## config.mk

```make
export PLATFORM = sky130hd
export DESIGN_NAME = olss_ctrl
export DESIGN_NICKNAME = d
export VERILOG_FILES = /design/src/hw/rtl/olss_pkg.sv /design/src/hw/rtl/olss_ctrl.sv
export SDC_FILE = /design/constraint.sdc
export NUM_CORES = 1
export LEC_CHECK = 0
export ABC_AREA = 1
export ABC_CLOCK_PERIOD_IN_PS = 1400
export BUFFER_PORTS_ARGS = -buffer_cell sky130_fd_sc_hd__buf_2
export CAP_MARGIN = 20
export CORE_AREA = 2 2 39 41
export CTS_CLUSTER_SIZE = 25
export DETAILED_ROUTE_END_ITERATION = 7
export DIE_AREA = 0 0 41 43
export GPL_TIMING_DRIVEN = 0
export PLACE_DENSITY_LB_ADDON = 0.08
export SLEW_MARGIN = 15
export SYNTH_ARGS = -nofsm -noshare
export SYNTH_HDL_FRONTEND = slang
export SYNTH_SLANG_ARGS = --single-unit
```

## constraint.sdc

```tcl
create_clock -name clk -period 1.4 [get_ports clk]
set_clock_uncertainty 0.15 [all_clocks]
set_input_delay 0.21 -clock clk [delete_from_list [all_inputs] [get_ports clk]]
set_output_delay 0.21 -clock clk [all_outputs]
set_load 0.05 [all_outputs]
```

## src/hw/rtl/olss_pkg.sv

```systemverilog
// ----------------------------------------------------------------------------
// olss_pkg
// Shared types and codes for the ordered list shift store.
// ----------------------------------------------------------------------------
package olss_pkg;

  localparam int CMD_BITS = 3;

  typedef enum logic [CMD_BITS-1:0] {
    CMD_CLEAR  = 3'd0,
    CMD_INSERT = 3'd1,
    CMD_DELETE = 3'd2,
    CMD_GET    = 3'd3,
    CMD_UPDATE = 3'd4,
    CMD_FIND   = 3'd5
  } cmd_t;

  typedef enum logic [1:0] {
    STAT_OK        = 2'd0,
    STAT_FULL      = 2'd1,
    STAT_BAD_POS   = 2'd2,
    STAT_NOT_FOUND = 2'd3
  } status_t;

  typedef enum logic [1:0] {
    CTL_IDLE,
    CTL_EXEC,
    CTL_SCAN
  } ctl_state_t;

  typedef struct packed {
    logic capture;
    logic exec;
    logic scan_start;
    logic scan_step;
    logic scan_hit;
    logic scan_miss;
  } dp_cmd_t;

  typedef struct packed {
    logic is_find;
    logic empty;
    logic match;
    logic scan_last;
  } dp_stat_t;

endpackage

```

## src/hw/rtl/olss_ctrl.sv

```systemverilog
// ----------------------------------------------------------------------------
// olss_ctrl
// Controller: sequences each command through execute or key scan and owns
// the result valid flag.
// ----------------------------------------------------------------------------
module olss_ctrl import olss_pkg::*; (
  input  logic     clk,
  input  logic     rst,
  input  logic     in_valid,
  output logic     in_ready,
  output logic     out_valid,
  input  logic     out_ready,
  output dp_cmd_t  ctl,
  input  dp_stat_t stat
);

  ctl_state_t state;
  ctl_state_t state_next;
  logic       slot_free;
  logic       load;

  assign slot_free = !out_valid || out_ready;
  assign load      = ctl.exec || ctl.scan_hit || ctl.scan_miss;

  always_comb begin
    state_next = state;
    case (state)
      CTL_IDLE: begin
        if (in_valid) state_next = CTL_EXEC;
      end
      CTL_EXEC: begin
        if (stat.is_find && !stat.empty) state_next = CTL_SCAN;
        else if (slot_free) state_next = CTL_IDLE;
      end
      CTL_SCAN: begin
        if ((stat.match || stat.scan_last) && slot_free) state_next = CTL_IDLE;
      end
      default: state_next = CTL_IDLE;
    endcase
  end

  always_comb begin
    ctl      = '0;
    in_ready = 1'b0;
    case (state)
      CTL_IDLE: begin
        in_ready    = 1'b1;
        ctl.capture = in_valid;
      end
      CTL_EXEC: begin
        if (stat.is_find && !stat.empty) ctl.scan_start = 1'b1;
        else ctl.exec = slot_free;
      end
      CTL_SCAN: begin
        if (stat.match) ctl.scan_hit = slot_free;
        else if (stat.scan_last) ctl.scan_miss = slot_free;
        else ctl.scan_step = 1'b1;
      end
      default: ;
    endcase
  end

  always_ff @(posedge clk) begin
    if (rst) begin
      state     <= CTL_IDLE;
      out_valid <= 1'b0;
    end else begin
      state <= state_next;
      if (load) out_valid <= 1'b1;
      else if (out_ready) out_valid <= 1'b0;
    end
  end

  a_load_slot: assert property (@(posedge clk) disable iff (rst)
    load |-> slot_free) else $error("result loaded over a pending transfer");

  a_accept_exec: assert property (@(posedge clk) disable iff (rst)
    (in_valid && in_ready) |=> state == CTL_EXEC) else $error("accept did not start execute");

  a_valid_source: assert property (@(posedge clk) disable iff (rst)
    $rose(out_valid) |-> $past(state) != CTL_IDLE) else $error("result raised from idle");

endmodule

```

# --- After elaboration in Yosys (flattened, before gate mapping) ---
# Cells that the tools add are included.
op_classes:
  n_eq_ne: 5
  reduce_logical: 11
  n_mux: 18
op_table:
  columns: ["op", "count"]
  rows:
  - ["1-bit 2-to-1 mux", 11]
  - ["2-bit 2-to-1 mux", 5]
  - ["2-bit case mux with 3 select lines", 1]
  - ["1-bit logical OR", 4]
  - ["2-bit inequality test (second input constant)", 2]
  - ["3-bit 2-to-1 mux", 1]
  - ["3-bit inequality test (second input constant)", 1]
  - ["3-bit AND reduction", 1]
  - ["2-bit by 1-bit equality test with 1-bit output (second input constant)", 1]
  - ["2-bit equality test (second input constant)", 1]
  - ["1-bit logical AND", 2]
  - ["1-bit zero test", 2]
  - ["2-bit zero test", 1]
  - ["2-bit nonzero test", 1]
totals:
  wordCells: 36
  ff_bits: 3

# --- Longest topological paths before layout ---
# Gate-level depths: netlist of the first run.
logic_depth:
  ltp_word: 8
  depth_mapped: 6
  mapped_depth_nobuf: 6

# --- Least setup slack after synthesis of the first run ---
# OpenSTA, ideal clock, no wires.
synth_timing:
  path_kind: "register to output"
  start: "register state[0]"
  end: "output port ctl[5] (netlist bit)"
  path_slack_ps: -476
  arrival_ps: 1516
  stages_incl_launch_ff: 4
  required_ps: 1040
  cell_sequence: "dfxtp_1 > nor2_1 > nand2_1 > inv_1"
synth_lines:
  columns: ["element", "line_no", "source"]
  rows:
  - ["start, declared", "olss_ctrl.sv:17", "ctl_state_t state;"]
  - ["start signal, assigned", "olss_ctrl.sv:68", "state <= state_next;"]
  - ["end, declared", "olss_ctrl.sv:13", "output dp_cmd_t ctl,"]

==> results.sh, run 1 <==
export IMPL_status="finished with violations"
export IMPL_violations="setup timing"
export IMPL_vdd_drop_max_uv=218
export IMPL_leakagePower_nw=0.247
export IMPL_r2r_start="state[0]$_SDFFE_PP0P_"
export IMPL_setup_tns_ns=-0.329
export IMPL_die_y_um=43
export IMPL_regArea_um2=68.8
export IMPL_row_count=14
export IMPL_clk_pin_slew_ns=0.04
export IMPL_setup_viol=6
export IMPL_r2r_end="state[1]$_SDFFE_PP0P_"
export IMPL_worst_pin_slew_ns=0.297
export IMPL_use_met2_pct=11.9
export IMPL_ant_nets=0
export IMPL_drtIter0Drc=2
export IMPL_p_per_area_nw_per_um2=713
export IMPL_worstSetupPathType="reg -> out"
export IMPL_wire_per_inst_um=7.47
export IMPL_whs_path_depth=2
export IMPL_antenna_found_initial=0
export IMPL_maxCapViolCount=0
export IMPL_yosysWarnings=0
export IMPL_critPathArrivalTime_ns=1.12
export IMPL_cts_root_buf="clkbuf_4"
export IMPL_syn2layout_area_growth_pct=125
export IMPL_io_pins=16
export IMPL_synthDistinctLibCells=12
export IMPL_startpoint_type="flop"
export IMPL_avgSynthCellArea_um2=5.81
export IMPL_regToRegSetupSlack_ns=0.18
export IMPL_cts_buffers_inserted=3
export IMPL_hold_viol_final=0
export IMPL_grt_overflow_total=0
export IMPL_rsz0062_at_grt="yes"
export IMPL_synth_cell_area_um2=226
export IMPL_hold_path_end="state[1]$_SDFFE_PP0P_"
export IMPL_max_freq_mhz=677
export IMPL_n_antenna_cell=0
export IMPL_r2r_cells=6
export IMPL_num_vias=297
export IMPL_grt_usage_pct=8.83
export IMPL_post_route_period_util_pct=105
export IMPL_hold_ws_ns=0.00465
export IMPL_setup_slack_ns=-0.0765
export IMPL_route_detailed_drc=0
export IMPL_ys_ff_latch=3
export IMPL_synth_fp_nets=47
export IMPL_grt_first_pass_wirelength_mm=1.04
export IMPL_worstHoldPathType="in -> reg"
export IMPL_cp_max_fo=3
export IMPL_worstSetupEndpointType="output pin"
export IMPL_dp_hpwl_um=475
export IMPL_fin_crit_ns=1.48
export IMPL_clock_sinks=3
export IMPL_io_buffer_count=15
export IMPL_slew_violations=0
export IMPL_multi_input_area_um2=168
export IMPL_relSlewSlack_pct=80.2
export IMPL_nFillCells=154
export IMPL_nets=72
export IMPL_gp_congestion=0.640
export IMPL_chipWidth_um=41
export IMPL_yosysSeqAreaShare_pct=26.5
export IMPL_global_route_peak_usage_layer="met2"
export IMPL_netlist_instances=39
export IMPL_tritoncts="yes"
export IMPL_hp_start="rst"
export IMPL_grt_pass1_vias=273
export IMPL_clk_insertion_delay_late_ns=0.23
export IMPL_cp_required_ns=1.04
export IMPL_firstDrtPassIters=2
export IMPL_final_layout_size_suffix_gt1_share_pct=71.4
export IMPL_drt_wl_total_um=590
export IMPL_grt_max_degree=4
export IMPL_use_met1_pct=11.2
export IMPL_htree_levels=1
export IMPL_initial_utilization_pct=16.4
export IMPL_core_area_um2=1380
export IMPL_die_area_um2=1760
export IMPL_cts_buffer_depth=2
export IMPL_use_met3_pct=1.57
export IMPL_viasPerCell=3.76
==> how the worst max path moves through the flow <==
stage,start,to,cells after the start
5_1_grt,state[1]$_SDFFE_PP0P_,ctl[1],5
2_1_floorplan,state[1]$_SDFFE_PP0P_,ctl[1],4
3_3_place_gp,state[0]$_SDFFE_PP0P_,ctl[3],6
4_1_cts,state[1]$_SDFFE_PP0P_,ctl[1],5
6_report,state[1]$_SDFFE_PP0P_,ctl[1],5
3_5_place_dp,state[0]$_SDFFE_PP0P_,ctl[3],6
==> synthesized netlist by cell type <==
master | number | area [µm²]
nand3_1 | 3 | 15.0
nor3_2 | 1 | 10.0
nor2_2 | 2 | 12.5
nor2_1 | 5 | 18.8
a21oi_2 | 1 | 8.76
a21oi_1 | 1 | 5.00
nand3_2 | 1 | 10.0
nand2_1 | 9 | 33.8
buf_4 | 1 | 7.51
dfxtp_1 | 3 | 60.1
inv_2 | 2 | 7.51
inv_1 | 10 | 37.5
==> critical path, cell delays in order (launching register included) <==
cell	delay (ns)
dfxtp_4	0.37
inv_4	0.04
nor2_4	0.13
inv_4	0.06
nor3_4	0.11
buf_6	0.18
==> layout by cell type (no fill, tap or decap) <==
cell type   synthesis  routed
buf_8               0       2
nand3_2             1       2
dfxtp_4             0       2
clkbuf_1            0       1
a21oi_2             1       1
a21oi_1             1       1
clkbuf_4            0       3
nor2_2              2       2
nor3_4              0       1
buf_4               1       6
nand2_2             0       2
nor2_4              0       5
inv_1              10       7
inv_2               2       1
nand3_1             3       2
dfxtp_2             0       1
inv_4               0       3
clkinvlp_4          0       1
buf_2               0       8
buf_6               0       5
nand2_1             9       7
==> cell families after synthesis <==
logic type / after synthesis / synth area share (%)
AND/OR/NAND/NOR: 21 / 44.2
flip-flops: 3 / 26.5
buffers and inverters: 13 / 23.2
AO/OA/AOI/OAI: 2 / 6.08
==> cell type report <==
type	count	share of cell area, %
inverters	12	11.0
repair buffers	21	33.6
well taps	16	3.92
multi-input cells	23	32.8
flip-flops and latches	3	13.5
clock buffers	4	5.15
==> state kept, by name, summed over array words and instances (netlist names) <==
| signal | cells |
|---|---|
| state | 2 |
| out_valid | 1 |
==> timing repair <==
item | CTS | global route
resized for setup | 18 | 10
buffers inserted | 1 | 5
endpoints found under the setup margin | 6 | 6
cloned | 0 | 0
hold buffers | 0 | 0
pin swaps | 4 | 6
==> report_power, final <==
| group | internal (mW) | switching [mW] | leakage (nW) |
|---|---|---|---|
| Sequential | 0.0884 | 0.00635 | 0.0264 |
| Clock | 0.107 | 0.0445 | 0.0150 |
| Combinational | 0.0474 | 0.0708 | 0.206 |
| Total | 0.243 | 0.122 | 0.247 |
==> stage by stage <==
stage / power [mW] / utilization [%] / cells / area, µm² / worst slack [ns]
after floorplan: 0.162 / - / 39 / 272 / -0.0160
after global placement: 0.186 / 26.5 / 70 / 367 / -0.0953
after detailed placement: 0.187 / 26.5 / 70 / 367 / -0.108
after CTS: 0.355 / 32.9 / 75 / 455 / -0.100
after global routing: 0.391 / 36.9 / 79 / 510 / -0.145
final: 0.364 / 36.9 / 79 / 510 / -0.0765
==> per-layer routing <==
| layer | vias to the layer above | wire [µm] |
|---|---|---|
| li1 | 160 | - |
| met1 | 125 | 244 |
| met2 | 10 | 299 |
| met3 | 2 | 34 |
| met4 | 0 | 11 |
| met5 | - | 0 |
Note: power is estimated with default switching activity, not from simulation.
==> run 2: changes to the inputs <==
--- a/config.mk
+++ b/config.mk
@@ -5,7 +5,6 @@
 export SDC_FILE = /design/constraint.sdc
 export NUM_CORES = 1
 export LEC_CHECK = 0
-export ABC_AREA = 1
 export ABC_CLOCK_PERIOD_IN_PS = 1400
 export BUFFER_PORTS_ARGS = -buffer_cell sky130_fd_sc_hd__buf_2
 export CAP_MARGIN = 20
==> results.sh, run 2 <==
export IMPL_status="finished with violations"
export IMPL_violations="setup timing"
export IMPL_pre_cts_slack_ns=-0.202
export IMPL_worst_pin_slew_ns=0.252
export IMPL_grt_usage_pct=9.22
export IMPL_cts_root_buf="clkbuf_4"
export IMPL_p_per_area_nw_per_um2=765
export IMPL_clock_sinks=3
export IMPL_gp_congestion=0.669
export IMPL_final_util_pct=33.3
export IMPL_die_area_um2=1760
export IMPL_n_antenna_cell=0
export IMPL_hold_path_end="state[0]$_SDFFE_PP0P_"
export IMPL_syn2layout_area_growth_pct=126
export IMPL_synth_fp_nets=34
export IMPL_clk_pin_slew_ns=0.04
export IMPL_chipWidth_um=41
export IMPL_maxCapViolCount=0
export IMPL_use_met2_pct=13.8
export IMPL_netlist_instances=26
export IMPL_largest_reg_flops=2
export IMPL_yosysSeqAreaShare_pct=29.4
export IMPL_final_cell_mix="buf_2, buf_4, buf_8"
export IMPL_yosys_area_top_type="dfxtp_1"
export IMPL_io_buffer_count=15
export IMPL_relSlewSlack_pct=83.3
export IMPL_ys_flop_type="dfxtp_1"
export IMPL_dp_cells=57
export IMPL_worstSetupEndpointType="output pin"
export IMPL_wire_per_inst_um=9.92
export IMPL_whs_path_depth=3
export IMPL_max_freq_mhz=632
export IMPL_ys_ff_latch=3
export IMPL_synth_area_leaders="dfxtp_1, and2_1, nand2b_1, nor2b_1, nor2_1"
export IMPL_antenna_found_initial=0
export IMPL_startpoint_type="flop"
export IMPL_grt_first_pass_wirelength_mm=1.03
export IMPL_nets=59
export IMPL_global_route_peak_usage_layer="met2"
export IMPL_synth_async_sr_flop_share_pct=0
export IMPL_yosysTopAreaCellShare_pct=29.4
export IMPL_core_area_um2=1380
export IMPL_rsz0062_at_grt="yes"
export IMPL_avgSynthCellArea_um2=7.84
export IMPL_setup_slack_ns=-0.182
export IMPL_reg_top3="state (2), out_valid (1)"
export IMPL_tritoncts="yes"
export IMPL_grt_pass1_vias=265
export IMPL_use_met3_pct=4.71
export IMPL_yosysWarnings=0
export IMPL_clk_insertion_delay_late_ns=0.23
export IMPL_design_power_total_uw=352
export IMPL_drt_wl_total_um=655
export IMPL_cp_max_fo=5
export IMPL_htree_levels=1
export IMPL_r2r_end="state[1]$_SDFFE_PP0P_"
export IMPL_route_detailed_drc=0
export IMPL_drtIter0Drc=10
export IMPL_regToRegSetupSlack_ns=0.23
export IMPL_cp_required_ns=1.04
export IMPL_cts_buffer_depth=2
export IMPL_setup_viol=6
export IMPL_r2r_cells=3
export IMPL_final_common_cell="buf_2"
export IMPL_top_register="state"
export IMPL_critPathArrivalTime_ns=1.22
export IMPL_synthDistinctLibCells=19
export IMPL_grt_max_degree=7
export IMPL_hold_viol_final=0
export IMPL_cts_buffers_inserted=3
export IMPL_die_y_um=43
export IMPL_worstHoldPathType="in -> reg"
export IMPL_row_count=14
export IMPL_synth_cell_area_um2=204
export IMPL_ant_nets=0
export IMPL_synth_edf_count=0
export IMPL_final_layout_size_suffix_gt1_share_pct=78.0
export IMPL_fin_crit_ns=1.58
export IMPL_firstDrtPassIters=2
export IMPL_r2r_start="state[1]$_SDFFE_PP0P_"
export IMPL_leakagePower_nw=0.212
export IMPL_netlist_top_cells_count="dfxtp_1, nor2_1, and2_1, nand2b_1, nor2b_1"
export IMPL_vdd_drop_max_uv=339
export IMPL_io_pins=16
export IMPL_num_vias=277
export IMPL_slew_violations=0
export IMPL_viasPerCell=4.20
export IMPL_initial_utilization_pct=14.7
export IMPL_post_route_period_util_pct=113
export IMPL_finalNonFillerCells=66
export IMPL_hp_start="in_valid"
export IMPL_worstSetupPathType="reg -> out"
export IMPL_dp_hpwl_um=466
export IMPL_grt_overflow_total=0
export IMPL_use_met1_pct=8.63
-- run 2: cell count changes in the layout (fill, tap and decap cells not counted), moves of 3 or more --
| cell | change |
|---|---|
| nor2_4 | -3 |
| inv_1 | -7 |
| inv_4 | -3 |
| nand2_1 | -7 |
-- run 2: what timing repair did --
item                                    4_1_cts  5_1_grt
endpoints found under the setup margin        6        6
endpoints found under the hold margin         1        0
pin swaps                                     5        0
resized for setup                            23        4
setup buffers                                 4        1
hold buffers                                  1        0
cloned                                        0        0
-- run 2: worst max path at each step --
| stage | from | to | slack [ns] | cells past startpoint |
|---|---|---|---|---|
| floorplan | state[0]$_SDFFE_PP0P_ | ctl[3] | -0.004 | 4 |
| global placement | state[0]$_SDFFE_PP0P_ | ctl[3] | -0.20 | 5 |
| detailed placement | state[0]$_SDFFE_PP0P_ | ctl[3] | -0.20 | 5 |
| CTS | state[0]$_SDFFE_PP0P_ | ctl[0] | -0.20 | 3 |
| global route | state[0]$_SDFFE_PP0P_ | ctl[0] | -0.21 | 3 |
| finish | state[0]$_SDFFE_PP0P_ | ctl[0] | -0.18 | 3 |
-- run 2: where the power goes --
| part | total [mW] | switching (mW) | internal (mW) |
|---|---|---|---|
| logic | 0.108 | 0.0596 | 0.0479 |
| registers | 0.0920 | 0.00375 | 0.0883 |
| clock network | 0.153 | 0.0457 | 0.107 |
-- run 2: cell families (layout without fill, tap and decap cells) --
kind of cell	count (synthesis)	after routing	share of synthesized area (%)
simple gates	15	15	46.6
compound gates	5	5	16.6
flops	3	3	29.4
buf+inv	3	27	7.36
-- run 2: layer usage --
layer | up-vias | share of wire, %
met4 | 0 | 3.4
li1 | 137 | -
met5 | - | 0
met3 | 4 | 4.6
met1 | 126 | 35
met2 | 10 | 57
-- run 2: area by class of cell --
cell class	instances	area [µm²]
timing repair buffer	21	181
clock buffer	4	26.3
sequential	3	68.8
fill	152	923
multi-input combinational	20	156
inverter	2	7.51
tap	16	20.0
-- run 2: stage by stage --
stage          hold slack [ns]  area, µm²  TNS (ns)
2_1_floorplan            0.122        224  -0.00396
3_3_place_gp             0.257        319    -0.314
3_5_place_dp             0.256        319    -0.295
4_1_cts                  0.145        442    -0.717
5_1_grt                  0.157        460    -0.858
6_report                 0.145        460    -0.612
-- run 2: worst max-delay path: stages (launching register included) --
cell,delay [ns]
dfxtp_4,0.34
and2b_4,0.26
and4b_2,0.24
buf_8,0.15
==> run 3: changes to the inputs <==
--- a/config.mk
+++ b/config.mk
@@ -13,8 +13,7 @@
 export DETAILED_ROUTE_END_ITERATION = 7
 export DIE_AREA = 0 0 41 43
 export GPL_TIMING_DRIVEN = 0
-export PLACE_DENSITY_LB_ADDON = 0.08
-export SLEW_MARGIN = 15
+export PLACE_DENSITY = 0.4
 export SYNTH_ARGS = -nofsm -noshare
 export SYNTH_HDL_FRONTEND = slang
 export SYNTH_SLANG_ARGS = --single-unit
==> results.sh, run 3 (synthesis gave the netlist of run 2 again) <==
export IMPL_status="finished with violations"
export IMPL_violations="setup timing"
export IMPL_drtIter0Drc=2
export IMPL_grt_usage_pct=10.3
export IMPL_die_y_um=43
export IMPL_postLayoutCellArea_um2=460
export IMPL_dp_hpwl_um=437
export IMPL_clock_sinks=3
export IMPL_tritoncts="yes"
export IMPL_final_layout_size_suffix_gt1_share_pct=78.0
export IMPL_setup_viol=6
export IMPL_n_antenna_cell=0
export IMPL_startpoint_type="flop"
export IMPL_cts_root_buf="clkbuf_4"
export IMPL_gp_congestion=0.632
export IMPL_route_detailed_drc=0
export IMPL_r2r_cells=3
export IMPL_p_per_area_nw_per_um2=780
export IMPL_design_power_total_uw=359
export IMPL_ant_nets=0
export IMPL_leakagePower_nw=0.212
export IMPL_hold_viol_final=0
export IMPL_wire_per_inst_um=9.86
export IMPL_multi_input_area_um2=156
export IMPL_grt_first_pass_wirelength_mm=1.13
export IMPL_path_cells="and2b_4, and4b_2, buf_8"
export IMPL_vdd_drop_max_uv=305
export IMPL_top_register="state"
export IMPL_post_route_period_util_pct=113
export IMPL_fin_crit_ns=1.58
export IMPL_cp_required_ns=1.04
export IMPL_regToRegSetupSlack_ns=0.23
export IMPL_worstSetupPathType="reg -> out"
export IMPL_slew_violations=0
export IMPL_cts_buffers_inserted=3
export IMPL_io_buffer_count=15
export IMPL_worst_pin_slew_ns=0.252
export IMPL_row_count=14
export IMPL_wl_met1_um=260
export IMPL_grt_max_degree=5
export IMPL_largest_reg_flops=2
export IMPL_finalNonFillerCells=66
export IMPL_cp_max_fo=4
export IMPL_final_cell_mix="buf_2, buf_4, buf_8"
export IMPL_syn2layout_area_growth_pct=126
export IMPL_cts_buffer_depth=2
export IMPL_relSlewSlack_pct=83.3
export IMPL_final_util_pct=33.3
export IMPL_initial_utilization_pct=14.7
export IMPL_setup_slack_ns=-0.183
export IMPL_worstSetupEndpointType="output pin"
export IMPL_critPathArrivalTime_ns=1.22
export IMPL_wl_met2_um=283
export IMPL_viasPerCell=4.08
export IMPL_clk_insertion_delay_late_ns=0.24
export IMPL_hold_ws_ns=0.150
export IMPL_maxCapViolCount=0
export IMPL_dp_cells=57
export IMPL_num_vias=269
export IMPL_r2r_end="state[1]$_SDFFE_PP0P_"
export IMPL_critical_path_max_stage_delay_ns=0.34
export IMPL_nets=59
export IMPL_top_layer="met4"
export IMPL_grt_overflow_total=0
export IMPL_drt_wl_total_um=651
export IMPL_dpl_cell_area_um2=319
export IMPL_die_area_um2=1760
export IMPL_nFillCells=159
export IMPL_htree_levels=1
export IMPL_pre_cts_slack_ns=-0.183
export IMPL_chipWidth_um=41
export IMPL_io_pins=16
export IMPL_rsz0062_at_grt="yes"
export IMPL_hold_path_end="state[0]$_SDFFE_PP0P_"
export IMPL_crit_start="state[0]$_SDFFE_PP0P_"
export IMPL_final_common_cell="buf_2"
export IMPL_antenna_found_initial=0
export IMPL_reg_top3="state (2), out_valid (1)"
export IMPL_regArea_um2=68.8
export IMPL_core_area_um2=1380
export IMPL_firstDrtPassIters=2
export IMPL_r2r_start="state[1]$_SDFFE_PP0P_"
export IMPL_slowest_stage="dfxtp_4"
export IMPL_worstHoldPathType="in -> reg"
export IMPL_hp_start="in_valid"
export IMPL_grt_pass1_vias=292
export IMPL_setup_tns_ns=-0.630
export IMPL_route_met3_wl_um=88
export IMPL_whs_path_depth=3
export IMPL_max_freq_mhz=632
export IMPL_clk_pin_slew_ns=0.04
[run 3: cell counts in the layout (fill, tap and decap cells not counted)]
No cell type changed its count.
[run 3: power by group]
group	switching (mW)	internal [mW]	total, mW
Combinational	0.0589	0.0479	0.107
Sequential	0.00347	0.0882	0.0916
Clock	0.0534	0.107	0.161
[run 3: area by class of cell]
class                           instances  area share [%]
Sequential cell                         3            14.9
Multi-Input combinational cell         20            34.0
Timing Repair Buffer                   21            39.4
Clock buffer                            4            5.71
Tap cell                               16            4.35
Inverter                                2            1.63
[run 3: layer usage]
layer,global-route usage (%),up-vias
met2,13.8,17
li1,-,136
met1,10.6,114
met5,0,-
met3,5.76,2
met4,10.0,0
[run 3: critical path, delay by kind of cell (launching register included)]
kind	cells	cell delay, ns
buf+inv	1	0.15
simple gates	2	0.49
flops	1	0.34
[run 3: timing repair]
action / in CTS / in global routing
setup endpoints to repair: 6 / 6
setup buffers: 5 / 0
pin swaps: 5 / 0
resized for setup: 27 / 0
hold endpoints to repair: 1 / 0
hold buffers: 1 / 0
[run 3: worst max-delay path by stage]
| stage | end | cells past startpoint | slack (ns) |
|---|---|---|---|
| 6_report | ctl[0] | 3 | -0.18 |
| 5_1_grt | ctl[0] | 3 | -0.23 |
| 4_1_cts | ctl[0] | 3 | -0.19 |
| 3_5_place_dp | ctl[3] | 5 | -0.18 |
| 3_3_place_gp | ctl[3] | 5 | -0.18 |
| 2_1_floorplan | ctl[3] | 4 | -0.004 |
